**src/sv/sha512_hash_engine_defines.svh**
```systemverilog
// ----------------------------------------------------------------------------
// sha512_hash_engine_defines
// Assertion helper macros for the SHA-512 engine.
// ----------------------------------------------------------------------------
`ifndef SHA512_HASH_ENGINE_DEFINES_SVH
`define SHA512_HASH_ENGINE_DEFINES_SVH
// implication checked every edge outside reset
`define SHA_ASSERT_IMP(label, ante, cons) \
  label: assert property (@(posedge clk) disable iff (rst) (ante) |-> (cons)) \
    else $error("check failed");
// next-cycle implication
`define SHA_ASSERT_NEXT(label, ante, cons) \
  label: assert property (@(posedge clk) disable iff (rst) (ante) |=> (cons)) \
    else $error("check failed");
`endif

```
**src/sv/sha_pkg.sv**
```systemverilog
// ----------------------------------------------------------------------------
// sha_pkg
// Types, constants and round functions for the SHA-512 engine.
// ----------------------------------------------------------------------------
`default_nettype none
package sha_pkg;
  localparam int QDEPTH = 4;

  typedef struct packed {
    logic [63:0] word;
    logic        last;
  } blkw_t;

  typedef enum logic [2:0] {
    F_IDLE, F_PAD, F_LEN_HI, F_LEN_LO
  } fstate_t;

  typedef enum logic [1:0] {
    B_LOAD, B_ROUND, B_ADD, B_EMIT
  } bstate_t;

  localparam logic [63:0] IV [8] = '{
    64'h6a09e667f3bcc908, 64'hbb67ae8584caa73b, 64'h3c6ef372fe94f82b,
    64'ha54ff53a5f1d36f1, 64'h510e527fade682d1, 64'h9b05688c2b3e6c1f,
    64'h1f83d9abfb41bd6b, 64'h5be0cd19137e2179};

  localparam logic [63:0] K [80] = '{
    64'h428a2f98d728ae22, 64'h7137449123ef65cd, 64'hb5c0fbcfec4d3b2f, 64'he9b5dba58189dbbc,
    64'h3956c25bf348b538, 64'h59f111f1b605d019, 64'h923f82a4af194f9b, 64'hab1c5ed5da6d8118,
    64'hd807aa98a3030242, 64'h12835b0145706fbe, 64'h243185be4ee4b28c, 64'h550c7dc3d5ffb4e2,
    64'h72be5d74f27b896f, 64'h80deb1fe3b1696b1, 64'h9bdc06a725c71235, 64'hc19bf174cf692694,
    64'he49b69c19ef14ad2, 64'hefbe4786384f25e3, 64'h0fc19dc68b8cd5b5, 64'h240ca1cc77ac9c65,
    64'h2de92c6f592b0275, 64'h4a7484aa6ea6e483, 64'h5cb0a9dcbd41fbd4, 64'h76f988da831153b5,
    64'h983e5152ee66dfab, 64'ha831c66d2db43210, 64'hb00327c898fb213f, 64'hbf597fc7beef0ee4,
    64'hc6e00bf33da88fc2, 64'hd5a79147930aa725, 64'h06ca6351e003826f, 64'h142929670a0e6e70,
    64'h27b70a8546d22ffc, 64'h2e1b21385c26c926, 64'h4d2c6dfc5ac42aed, 64'h53380d139d95b3df,
    64'h650a73548baf63de, 64'h766a0abb3c77b2a8, 64'h81c2c92e47edaee6, 64'h92722c851482353b,
    64'ha2bfe8a14cf10364, 64'ha81a664bbc423001, 64'hc24b8b70d0f89791, 64'hc76c51a30654be30,
    64'hd192e819d6ef5218, 64'hd69906245565a910, 64'hf40e35855771202a, 64'h106aa07032bbd1b8,
    64'h19a4c116b8d2d0c8, 64'h1e376c085141ab53, 64'h2748774cdf8eeb99, 64'h34b0bcb5e19b48a8,
    64'h391c0cb3c5c95a63, 64'h4ed8aa4ae3418acb, 64'h5b9cca4f7763e373, 64'h682e6ff3d6b2b8a3,
    64'h748f82ee5defb2fc, 64'h78a5636f43172f60, 64'h84c87814a1f0ab72, 64'h8cc702081a6439ec,
    64'h90befffa23631e28, 64'ha4506cebde82bde9, 64'hbef9a3f7b2c67915, 64'hc67178f2e372532b,
    64'hca273eceea26619c, 64'hd186b8c721c0c207, 64'heada7dd6cde0eb1e, 64'hf57d4f7fee6ed178,
    64'h06f067aa72176fba, 64'h0a637dc5a2c898a6, 64'h113f9804bef90dae, 64'h1b710b35131c471b,
    64'h28db77f523047d84, 64'h32caab7b40c72493, 64'h3c9ebe0a15c9bebc, 64'h431d67c49c100d4c,
    64'h4cc5d4becb3e42b6, 64'h597f299cfc657e2a, 64'h5fcb6fab3ad6faec, 64'h6c44198c4a475817};

  function automatic logic [63:0] rotr(input logic [63:0] x, input int n);
    rotr = (x >> n) | (x << (64 - n));
  endfunction
endpackage
`default_nettype wire

```
**src/sv/sha_queue.sv**
```systemverilog
// ----------------------------------------------------------------------------
// sha_queue
// Short FIFO of block words between front and back.
// ----------------------------------------------------------------------------
`default_nettype none
module sha_queue
  import sha_pkg::*;
(
  input  wire logic  clk,
  input  wire logic  rst,
  input  wire blkw_t wr_data,
  input  wire logic  wr_valid,
  output logic       wr_ready,
  output blkw_t      rd_data,
  output logic       rd_valid,
  input  wire logic  rd_ready
);
  localparam int AW = $clog2(QDEPTH);
  blkw_t         mem [QDEPTH];
  logic [AW-1:0] wp, rp;
  logic [AW:0]   cnt;
  logic          push, pop;

  assign wr_ready = (cnt != (AW+1)'(QDEPTH));
  assign rd_valid = (cnt != '0);
  assign rd_data = mem[rp];
  assign push = wr_valid && wr_ready;
  assign pop = rd_valid && rd_ready;

  always_ff @(posedge clk) begin
    if (push) mem[wp] <= wr_data;
  end

  always_ff @(posedge clk) begin
    if (rst) begin
      wp <= '0;
      rp <= '0;
      cnt <= '0;
    end else begin
      if (push) wp <= wp + 1'b1;
      if (pop) rp <= rp + 1'b1;
      cnt <= cnt + (AW+1)'(push) - (AW+1)'(pop);
    end
  end
endmodule
`default_nettype wire

```
**config.mk**
```make
export PLATFORM = sky130hd
export DESIGN_NAME = sha_queue
export DESIGN_NICKNAME = d
export VERILOG_FILES = /design/src/sv/sha512_hash_engine_defines.svh /design/src/sv/sha_pkg.sv /design/src/sv/sha_queue.sv
export SDC_FILE = /design/constraint.sdc
export NUM_CORES = 1
export LEC_CHECK = 0
export BUFFER_PORTS_ARGS = -buffer_cell sky130_fd_sc_hd__buf_2
export CAP_MARGIN = 20
export CORE_MARGIN = 2
export CORE_UTILIZATION = 49
export CTS_CLUSTER_SIZE = 16
export DETAILED_ROUTE_END_ITERATION = 8
export PLACE_DENSITY = 0.7
export SYNTH_ARGS = -nofsm -noshare
export SYNTH_HDL_FRONTEND = slang
export SYNTH_SLANG_ARGS = --single-unit
```
**constraint.sdc**
```tcl
create_clock -name clk -period 6.3 [get_ports clk]
set_clock_uncertainty 0.05 [all_clocks]
set_input_delay 1.26 -clock clk [delete_from_list [all_inputs] [get_ports clk]]
set_output_delay 1.26 -clock clk [all_outputs]
set_load 0.03 [all_outputs]
```
==> key figures <==
Power and ir drop
  • VDD IR max: ~260 uV
  • Power per Cell Area: around 460 nW/um^2
  • Standby leakage power: slightly below 4 nW

Route
  • Post-route antenna net violation count: 0
  • First-iteration detailed-routing DRC count: about 210
  • Routed len/inst: a little over 20 um
  • Routed wire length: around 17000 um
  • Drt pass-1 iters: 4
  • DRC: 0
  • Vias: 4427
  • Via density: about 5.4

STA
  • Tmin final: just over 4 ns
  • Setup Viol. Count Final: 0
  • Slew margin rel.: approximately a third
  • Fin crit share: between 60% and 70%
  • Fmax: approximately 0.24 GHz
  • Endpoints failing hold: 0
  • Setup TNS: 0 ns
  • RSZ-0062 raised after global routing: no
  • Min Hold Slack: roughly 0.48 ns
  • Least-Margin Pin Slew: slightly above 1 ns
  • Slew Viols, Final: 0

Worst setup path
  • Top delay family on crit path: flip-flops
  • Crit end category: output pin
  • Crit-path cells: buf_4 -> mux4_2 -> buf_2
  • Nature of the critical path startpoint: flip-flop
  • Worst path arrival time: approximately 2.8 ns
  • Critical path data required time: around 5 ns
  • WS Path Type: reg -> out
  • Slowest CP cell: dfxtp_4
  • Largest stage delay, worst path: approximately 0.90 ns
  • CP Max Fanout: between 40 and 50
  • Worst path buffer plus inverter count: 2

Cells and area
  • Final Non-Filler Cells: between 800 and 900
  • Fill cells: ~1400
  • Share of layout cells above drive strength 1: 45.4%
  • Fin area: 11800 sq um
  • Area Growth Syn to Fin: 19.2%
  • Commonest non-fill, non-tap cell in the layout: edfxtp_1
  • Final #Nets: 614
  • Most frequent cells in the layout: 260 x edfxtp_1, 135 x buf_2, 65 x mux4_2, 27 x clkbuf_16

Clocking
  • # clock sinks: between 200 and 300
  • CTS resizes: 0
  • Clock Path Buffers: 3
  • CTS tree: built
  • Root Buffer: clkbuf_16
  • Clk Latency, worst-skew pair: between 0.5 and 0.6 ns
  • H-Tree Depth: 1
  • # Post-CTS Setup Buffers: 0
  • Total CTS buffers: 27
  • # hold bufs at CTS: 0
  • Worst-path clk slew: around 0.060 ns

Flow run
  • Max-Cap Viols: 0

Placement
  • DP Area: 10800 sq um
  • Global placement routability congestion: slightly below 0.7
  • Placed insts: roughly 770
  • DP HPWL: roughly 9500 um
  • IO buf count: approximately 140

Synth
  • Syn avg cell area: ~25 sq um
  • Synthesized Nets: roughly 460
  • Leading area contributor after synthesis: edfxtp_1
  • Synth top area share: ~79%
  • Post-Syn Instances: about 390
  • Yosys cell types: 25
  • Flops & latches, synth: approximately 270
  • Ranking of synthesized cells by area: edfxtp_1 79%, mux4_2 15%, dfxtp_1 1.8%
  • Netlist Area Pre-Place: 9890 sq um
  • Register area share after synthesis: approximately 81%
  • YS warnings: 0

Die
  • Placement Rows: 51
  • Die Width: between 100 and 150 um
  • Initial core utilization: between 50% and 60%
  • Die ar.: around 21000 sq um
  • I/O pins: about 140
  • DIE HEIGHT: approximately 150 um
  • Core Box Area: about 20000 sq um

Run status
  • Outcome: finished clean

Hold path
  • Worst hold path type: reg -> reg

GRT
  • First-pass GRT wire length: 26400 um
  • Vias in the first global route: approximately 4800
  • Total gr overflow: 0
  • Total GRT Usage: about 16%
  • Initial antenna violation count: 3
  • Largest net degree at the start of global routing: 66
[routing by layer]
| metal | global-route usage, % | wire length, um | up-vias |
|---|---|---|---|
| li1 | - | - | 1958 |
| met1 | 21.9 | 7210 | 2311 |
| met2 | 26.7 | 8490 | 127 |
| met3 | 4.25 | 1030 | 29 |
| met4 | 3.98 | 304 | 2 |
| met5 | 0 | 13 | - |
[worst reg2reg max path: cells and delay by family (launching register included)]
kind | cells | cell delay (ns)
AOI/OAI and AO/OA | 1 | 0.34
and+or+nand+nor | 3 | 0.40
DFF | 1 | 0.46
buffers and inverters | 3 | 0.20
xor gates and xnor gates | 1 | 0.16
adders and majority gates | 3 | 0.81
[power by group]
| part | internal (W) | switching, W |
|---|---|---|
| registers | 0.00220 | 0.000152 |
| logic | 0.000497 | 0.000784 |
| clock network | 0.00114 | 0.000646 |
| total | 0.00383 | 0.00158 |
[cell usage after synthesis]
master    instances
ha_1              6
buf_6             1
or3_1             1
nand2b_1          2
and2_1            5
a21boi_2          1
buf_2             6
clkbuf_1          2
mux2_2            1
mux2i_1           1
inv_1             5
o31a_1            1
fa_1              1
mux4_2           65
xor2_1            2
o311ai_0          1
xnor2_1           1
buf_12            5
nand2_1           1
nor2b_1           1
edfxtp_1        260
dfxtp_1           9
buf_4             1
nor3_1            1
nor2_1            8
[registers in the layout (all words and copies together) (netlist names), named ones only]
signal	flops
cnt	3
mem	260
rp	2
wp	2
[metrics by stage]
step,total power (W),utilization (%),setup slack (ns)
after global routing,0.00564,60.0,1.91
after floorplan,0.00338,-,2.73
after global placement,0.00368,54.8,2.63
after detailed placement,0.00370,54.8,2.60
after CTS,0.00548,60.0,2.03
final,0.00542,60.0,2.20
[final cells by class]
cell class / count / area, sq um / share of cell area, %
flip-flops and latches: 269 / 8000 / 67.8
multi-input cells: 99 / 1740 / 14.8
clock buffers: 30 / 707 / 5.99
repair buffers: 136 / 683 / 5.79
well taps: 265 / 332 / 2.81
clock inverters: 20 / 312 / 2.64
inverters: 5 / 18.8 / 0.159
diodes: 2 / 5.00 / 0.0424
[cells by family (layout without fill, tap and decap cells)]
logic type	Yosys count	after routing	synth area share, %
xor+xnor	3	3	0.266
simple gates	19	19	0.961
fa+ha+maj	7	7	0.961
buf+inv	20	191	1.77
flops	269	269	80.7
mux	67	67	15.0
other cells	0	2	0
compound gates	3	3	0.291
[path summary, 6_finish.rpt]
check	depth (start not counted)	slack, ns	to	start
setup / recovery	3	2.20	rd_data[34]	flip-flop
hold / removal	2	0.48	wp[1]	wp[1]
setup reg to reg	11	3.79	cnt[2]	cnt[1]
hold reg to reg	2	0.48	wp[1]	wp[1]
No activity file was read; power rests on OpenSTA's default activity.
