--- src/sv/sha512_hash_engine_defines.svh ---
// ----------------------------------------------------------------------------
// sha512_hash_engine_defines
// Assertion helper macros for the SHA-512 engine.
// ----------------------------------------------------------------------------
`ifndef SHA512_HASH_ENGINE_DEFINES_SVH
`define SHA512_HASH_ENGINE_DEFINES_SVH
// implication checked every edge outside reset
`define SHA_ASSERT_IMP(label, ante, cons) \
  label: assert property (@(posedge clk) disable iff (rst) (ante) |-> (cons)) \
    else $error("check failed");
// next-cycle implication
`define SHA_ASSERT_NEXT(label, ante, cons) \
  label: assert property (@(posedge clk) disable iff (rst) (ante) |=> (cons)) \
    else $error("check failed");
`endif

--- src/sv/sha_pkg.sv ---
// ----------------------------------------------------------------------------
// sha_pkg
// Types, constants and round functions for the SHA-512 engine.
// ----------------------------------------------------------------------------
`default_nettype none
package sha_pkg;
  localparam int QDEPTH = 4;

  typedef struct packed {
    logic [63:0] word;
    logic        last;
  } blkw_t;

  typedef enum logic [2:0] {
    F_IDLE, F_PAD, F_LEN_HI, F_LEN_LO
  } fstate_t;

  typedef enum logic [1:0] {
    B_LOAD, B_ROUND, B_ADD, B_EMIT
  } bstate_t;

  localparam logic [63:0] IV [8] = '{
    64'h6a09e667f3bcc908, 64'hbb67ae8584caa73b, 64'h3c6ef372fe94f82b,
    64'ha54ff53a5f1d36f1, 64'h510e527fade682d1, 64'h9b05688c2b3e6c1f,
    64'h1f83d9abfb41bd6b, 64'h5be0cd19137e2179};

  localparam logic [63:0] K [80] = '{
    64'h428a2f98d728ae22, 64'h7137449123ef65cd, 64'hb5c0fbcfec4d3b2f, 64'he9b5dba58189dbbc,
    64'h3956c25bf348b538, 64'h59f111f1b605d019, 64'h923f82a4af194f9b, 64'hab1c5ed5da6d8118,
    64'hd807aa98a3030242, 64'h12835b0145706fbe, 64'h243185be4ee4b28c, 64'h550c7dc3d5ffb4e2,
    64'h72be5d74f27b896f, 64'h80deb1fe3b1696b1, 64'h9bdc06a725c71235, 64'hc19bf174cf692694,
    64'he49b69c19ef14ad2, 64'hefbe4786384f25e3, 64'h0fc19dc68b8cd5b5, 64'h240ca1cc77ac9c65,
    64'h2de92c6f592b0275, 64'h4a7484aa6ea6e483, 64'h5cb0a9dcbd41fbd4, 64'h76f988da831153b5,
    64'h983e5152ee66dfab, 64'ha831c66d2db43210, 64'hb00327c898fb213f, 64'hbf597fc7beef0ee4,
    64'hc6e00bf33da88fc2, 64'hd5a79147930aa725, 64'h06ca6351e003826f, 64'h142929670a0e6e70,
    64'h27b70a8546d22ffc, 64'h2e1b21385c26c926, 64'h4d2c6dfc5ac42aed, 64'h53380d139d95b3df,
    64'h650a73548baf63de, 64'h766a0abb3c77b2a8, 64'h81c2c92e47edaee6, 64'h92722c851482353b,
    64'ha2bfe8a14cf10364, 64'ha81a664bbc423001, 64'hc24b8b70d0f89791, 64'hc76c51a30654be30,
    64'hd192e819d6ef5218, 64'hd69906245565a910, 64'hf40e35855771202a, 64'h106aa07032bbd1b8,
    64'h19a4c116b8d2d0c8, 64'h1e376c085141ab53, 64'h2748774cdf8eeb99, 64'h34b0bcb5e19b48a8,
    64'h391c0cb3c5c95a63, 64'h4ed8aa4ae3418acb, 64'h5b9cca4f7763e373, 64'h682e6ff3d6b2b8a3,
    64'h748f82ee5defb2fc, 64'h78a5636f43172f60, 64'h84c87814a1f0ab72, 64'h8cc702081a6439ec,
    64'h90befffa23631e28, 64'ha4506cebde82bde9, 64'hbef9a3f7b2c67915, 64'hc67178f2e372532b,
    64'hca273eceea26619c, 64'hd186b8c721c0c207, 64'heada7dd6cde0eb1e, 64'hf57d4f7fee6ed178,
    64'h06f067aa72176fba, 64'h0a637dc5a2c898a6, 64'h113f9804bef90dae, 64'h1b710b35131c471b,
    64'h28db77f523047d84, 64'h32caab7b40c72493, 64'h3c9ebe0a15c9bebc, 64'h431d67c49c100d4c,
    64'h4cc5d4becb3e42b6, 64'h597f299cfc657e2a, 64'h5fcb6fab3ad6faec, 64'h6c44198c4a475817};

  function automatic logic [63:0] rotr(input logic [63:0] x, input int n);
    rotr = (x >> n) | (x << (64 - n));
  endfunction
endpackage
`default_nettype wire

--- src/sv/sha_if.sv ---
// ----------------------------------------------------------------------------
// sha_in_if / sha_out_if
// Valid/ready channels for message words and digest words.
// ----------------------------------------------------------------------------
`default_nettype none
interface sha_in_if;
  logic        valid;
  logic        ready;
  logic [63:0] message_word;
  logic [3:0]  valid_bytes;
  logic        final_word;
  modport source (output valid, message_word, valid_bytes, final_word, input ready);
  modport sink (input valid, message_word, valid_bytes, final_word, output ready);
endinterface

`default_nettype wire

--- src/sv/sha_front.sv ---
// ----------------------------------------------------------------------------
// sha_front
// Takes message words, counts bytes, inserts the marker, fill and length.
// Emits a stream of block words; last marks the final word of a message.
// ----------------------------------------------------------------------------
`default_nettype none
module sha_front
  import sha_pkg::*;
(
  input  wire logic  clk,
  input  wire logic  rst,
  sha_in_if.sink     in_ch,
  output blkw_t      bw,
  output logic       bw_valid,
  input  wire logic  bw_ready
);
  fstate_t     state, state_next;
  logic [60:0] byte_total, byte_total_next;
  logic [3:0]  word_slot, word_slot_next;
  logic        need_marker, need_marker_next;
  logic [3:0]  nb;
  logic [63:0] kept, mask;

  always_comb begin
    nb = (in_ch.valid_bytes > 4'd8) ? 4'd8 : in_ch.valid_bytes;
    mask = (nb == 4'd0) ? 64'd0 : ~(64'hffffffffffffffff >> {nb, 3'b000});
    kept = (in_ch.message_word & mask) | (64'h80 << (7'd56 - {nb[2:0], 3'b000}));
  end

  always_comb begin
    state_next = state;
    byte_total_next = byte_total;
    word_slot_next = word_slot;
    need_marker_next = need_marker;
    in_ch.ready = 1'b0;
    bw_valid = 1'b0;
    bw.word = 64'd0;
    bw.last = 1'b0;
    unique case (state)
      F_IDLE: begin
        in_ch.ready = bw_ready;
        bw_valid = in_ch.valid;
        if (!in_ch.final_word || nb == 4'd8) bw.word = in_ch.message_word;
        else bw.word = kept;
        if (in_ch.valid && bw_ready) begin
          word_slot_next = word_slot + 4'd1;
          if (!in_ch.final_word) begin
            byte_total_next = byte_total + 61'd8;
          end else begin
            byte_total_next = byte_total + 61'(nb);
            need_marker_next = (nb == 4'd8);
            state_next = F_PAD;
          end
        end
      end
      F_PAD: begin
        // a full final word still owes the marker word, in any slot
        if (need_marker) begin
          bw_valid = 1'b1;
          bw.word = 64'h8000000000000000;
          if (bw_ready) begin
            need_marker_next = 1'b0;
            word_slot_next = word_slot + 4'd1;
          end
        end else if (word_slot == 4'd14) begin
          state_next = F_LEN_HI;
        end else begin
          bw_valid = 1'b1;
          if (bw_ready) word_slot_next = word_slot + 4'd1;
        end
      end
      F_LEN_HI: begin
        bw_valid = 1'b1;
        if (bw_ready) begin
          word_slot_next = word_slot + 4'd1;
          state_next = F_LEN_LO;
        end
      end
      default: begin
        bw_valid = 1'b1;
        bw.word = {byte_total, 3'b000};
        bw.last = 1'b1;
        if (bw_ready) begin
          word_slot_next = 4'd0;
          byte_total_next = 61'd0;
          state_next = F_IDLE;
        end
      end
    endcase
  end

  always_ff @(posedge clk) begin
    if (rst) begin
      state <= F_IDLE;
      byte_total <= 61'd0;
      word_slot <= 4'd0;
      need_marker <= 1'b0;
    end else begin
      state <= state_next;
      byte_total <= byte_total_next;
      word_slot <= word_slot_next;
      need_marker <= need_marker_next;
    end
  end
endmodule
`default_nettype wire

--- src/flat_wrapper.sv ---
// flat-port wrapper written by rule: the top's interface ports become plain ports
module sha_front_flat import sha_pkg::*;
  (clk, rst, bw, bw_valid, bw_ready, in_ch_valid, in_ch_message_word, in_ch_valid_bytes, in_ch_final_word, in_ch_ready);
  sha_in_if in_ch_i ();
  input  wire logic clk;
  input  wire logic rst;
  output blkw_t bw;
  output logic bw_valid;
  input  wire logic bw_ready;
  input wire logic [$bits(in_ch_i.valid)-1:0] in_ch_valid;
  input wire logic [$bits(in_ch_i.message_word)-1:0] in_ch_message_word;
  input wire logic [$bits(in_ch_i.valid_bytes)-1:0] in_ch_valid_bytes;
  input wire logic [$bits(in_ch_i.final_word)-1:0] in_ch_final_word;
  output wire logic [$bits(in_ch_i.ready)-1:0] in_ch_ready;
  assign in_ch_i.valid = in_ch_valid;
  assign in_ch_i.message_word = in_ch_message_word;
  assign in_ch_i.valid_bytes = in_ch_valid_bytes;
  assign in_ch_i.final_word = in_ch_final_word;
  assign in_ch_ready = in_ch_i.ready;
  sha_front u_core (.clk(clk), .rst(rst), .in_ch(in_ch_i), .bw(bw), .bw_valid(bw_valid), .bw_ready(bw_ready));
endmodule
--- config.mk ---
export PLATFORM = sky130hd
export DESIGN_NAME = sha_front_flat
export DESIGN_NICKNAME = d
export VERILOG_FILES = /design/src/sv/sha512_hash_engine_defines.svh /design/src/sv/sha_pkg.sv /design/src/sv/sha_if.sv /design/src/sv/sha_front.sv /design/src/flat_wrapper.sv
export SDC_FILE = /design/constraint.sdc
export NUM_CORES = 1
export LEC_CHECK = 0
export CORE_UTILIZATION = 40
export DETAILED_ROUTE_END_ITERATION = 8
export DONT_BUFFER_PORTS = 1
export GPL_TIMING_DRIVEN = 0
export PLACE_DENSITY_LB_ADDON = 0.2
export RECOVER_POWER = 25
export SKIP_LAST_GASP = 1
export SLEW_MARGIN = 20
export SYNTH_ARGS = -nofsm -noshare
export SYNTH_HDL_FRONTEND = slang
export SYNTH_SLANG_ARGS = --single-unit
--- constraint.sdc ---
create_clock -name clk -period 4.4 [get_ports clk]
set_clock_uncertainty 0.2 [all_clocks]
set_input_delay 0.44 -clock clk [delete_from_list [all_inputs] [get_ports clk]]
set_output_delay 0.44 -clock clk [all_outputs]
set_load 0.02 [all_outputs]
==> flow_metrics.py <==
metrics = {
    "run_status": {
        "status": "finished, final reports clean",
    },
    "critical_path": {
        "cp-end-kind": "register",
        "crit_arrival_ns": 3.92,
        "critical_path_required_ns": 4.46,
        "crit_type": "in -> reg",
        "cp-start-kind": "input port",
        "cp_max_fo": 10,
        "reg2reg_depth": 9,
    },
    "global_route": {
        "grt_pass1_wl_um": 22100,
        "grt_use_total": 0.248,
        "grt_antenna_before_repair": 1,
        "grt_max_degree": 11,
        "grt_pass1_vias": 4188,
        "overflow": 0,
    },
    "placed_design": {
        "gp_congestion": 0.900,
        "hpwl_um": 11000,
        "port_buffers": 0,
    },
    "yosys": {
        "synth_warnings": 0,
        "async_reset_ff_frac": 0,
        "synthTopCellsByArea": "dfxtp_1 30%, a22o_1 10%, a21oi_1 6.3%",
        "synth_seq_cells": 68,
        "ys_seq_area_frac": 0.300,
        "synth.avg_cell_area_um2": 7.81,
        "synth_largest_area_cell": "dfxtp_1",
        "synth_area_um2": 4540,
        "yosysTopAreaCellShare": 0.300,
        "syn-num-nets": 666,
        "synth-edff-count": 0,
        "syn_inst": 581,
        "yosysUniqueCellTypes": 52,
        "synth_top_flop_cell": "dfxtp_1",
    },
    "route": {
        "drt_iter0_drc": 370,
        "wl_um": 14600,
        "wire_per_inst_um": 19.8,
        "drtPass1Iterations": 4,
        "drc_errors": 0,
        "routed_via_density": 6.34,
        "antenna_left": 0,
        "vias": 4688,
    },
    "sta": {
        "layout_min_cycle_time_ns": 3.86,
        "setup_viol": 0,
        "finalHoldViolations": 0,
        "final_max_slew_viol_count": 0,
        "tns_ns": 0,
        "max_freq_ghz": 0.259,
        "fin_crit_sh": 0.877,
        "rsz0062_at_grt": "false",
        "worst_pin_slew_ns": 0.870,
        "max-slew-margin-rel": 0.415,
    },
    "floorplanning": {
        "start_util": 0.415,
        "placementRows": 38,
        "ioPinCount": 140,
        "die_y_um": 109,
        "design.core.area_um2": 10900,
        "die_w_um": 109,
        "die-area_um2": 11800,
    },
    "clocking": {
        "cts_max_level": 3,
        "cts_setup_buffers": 0,
        "cts_tree": "built",
        "cts_root_buf": "clkbuf_16",
        "numCtsBuffers": 9,
        "clock_sinks": 68,
        "clk_pin_slew_worst_paths_ns": 0.06,
        "worst_skew_pair.late_latency_ns": 0.33,
        "cts_buffer_depth": 2,
    },
    "final_layout": {
        "area_growth_pct": 9.76,
        "fillers": 1124,
        "nNetsFinal": 678,
        "drive_gt1_frac": 0.0419,
    },
    "run": {
        "cap_violations": 0,
    },
    "power_and_ir_drop": {
        "p_leak_nw": 1.63,
        "total_power_mw": 1.69,
        "vdd_drop_max_uv": 160,
        "p_per_area_nw_per_um2": 338,
    },
    "hold_path": {
        "hold_class": "in -> reg",
        "hold_depth": 2,
    },
}
[critical path, stage by stage]
cell and delay (ns):
clkbuf_1 0.28, nor2b_1 0.36, ha_1 0.29, a21o_1 0.19
and4_1 0.20, clkbuf_1 0.18, o2111ai_1 0.61, clkbuf_1 0.52
clkbuf_1 0.52, o21ai_0 0.18, a21oi_1 0.14
[layout make-up]
type                            count  area [µm²]  share of cell area
Multi-Input combinational cell    463        2970               0.595
Sequential cell                    68        1360               0.273
Clock buffer                       13         260              0.0522
Tap cell                          140         175              0.0352
Buffer                             34         135              0.0271
Inverter                           16        60.1              0.0121
Clock inverter                      2        10.0             0.00201
Timing Repair Buffer                1        10.0             0.00201
Antenna cell                        2        5.00             0.00100
[metal layers]
layer / track usage / wire length [µm]
met5: 0 / 0
met3: 0.0476 / 1050
met1: 0.333 / 6610
met2: 0.396 / 6690
met4: 0.0849 / 256
[sequential cells by signal, indices dropped and copies added, names as in the netlist]
register,count
u_core.need_marker,1
u_core.state,2
u_core.word_slot,4
u_core.byte_total,61
[cell usage in the layout, fill, tap and decap left out, drive strengths merged, types with 11 or more instances in the layout]
master,count
nor3,17
ha,11
a22o,54
nor2,35
o31ai,24
a21oi,57
nand3,22
or3,25
dfxtp,68
inv,16
o21ai,30
or4,26
and3,11
nand2,43
clkbuf,45
nand4,25
[metrics by stage]
step / setup WS, ns / utilization / cells / area, µm² / hold slack, ns
after floorplan: 1.37 / - / 581 / 4540 / 0.252
after global placement: 0.261 / 0.431 / 721 / 4710 / 0.272
after CTS: 0.554 / 0.457 / 737 / 4990 / 0.0752
after global routing: 0.268 / 0.455 / 737 / 4980 / 0.0926
after detailed placement: 0.220 / 0.431 / 721 / 4710 / 0.287
final: 0.540 / 0.456 / 739 / 4980 / 0.0838
[path summary, 6_finish.rpt]
check	slack, ns	to	from
worst max-delay path	0.54	u_core.byte_total[33]	in_ch_valid_bytes[1]
worst min register to register	0.29	u_core.word_slot[3]	u_core.word_slot[3]
worst max register to register	0.75	u_core.byte_total[53]	u_core.state[0]
worst min-delay path	0.08	u_core.state[0]	rst
[cells by family after synthesis]
| kind of cell | share of synthesized area |
|---|---|
| AND/OR/NAND/NOR | 0.295 |
| AO/OA/AOI/OAI | 0.283 |
| flip-flops | 0.300 |
| buffers and inverters | 0.0466 |
| XOR/XNOR | 0.0289 |
| adder cells (fa/ha/maj) | 0.0347 |
| multiplexers | 0.0113 |
[cell usage after synthesis, types with 16 or more instances]
cell,n
dfxtp_1,68
a21oi_1,57
nand4_1,25
clkbuf_1,28
nor3_1,17
a22o_1,54
nand3_1,22
inv_1,16
o31ai_1,24
nor2_1,35
or3_1,25
or4_1,24
o21ai_0,29
nand2_1,43
[report_power, final]
part	total, mW	switching [mW]	internal, mW
combinational	0.382	0.278	0.104
sequential	0.632	0.00918	0.623
clock	0.671	0.264	0.408
[what timing repair did]
action	in CTS	in global routing
hold endpoints to repair	1	0
resized for setup	0	0
hold buffers	1	0
No activity file was read; power rests on OpenSTA's default activity.
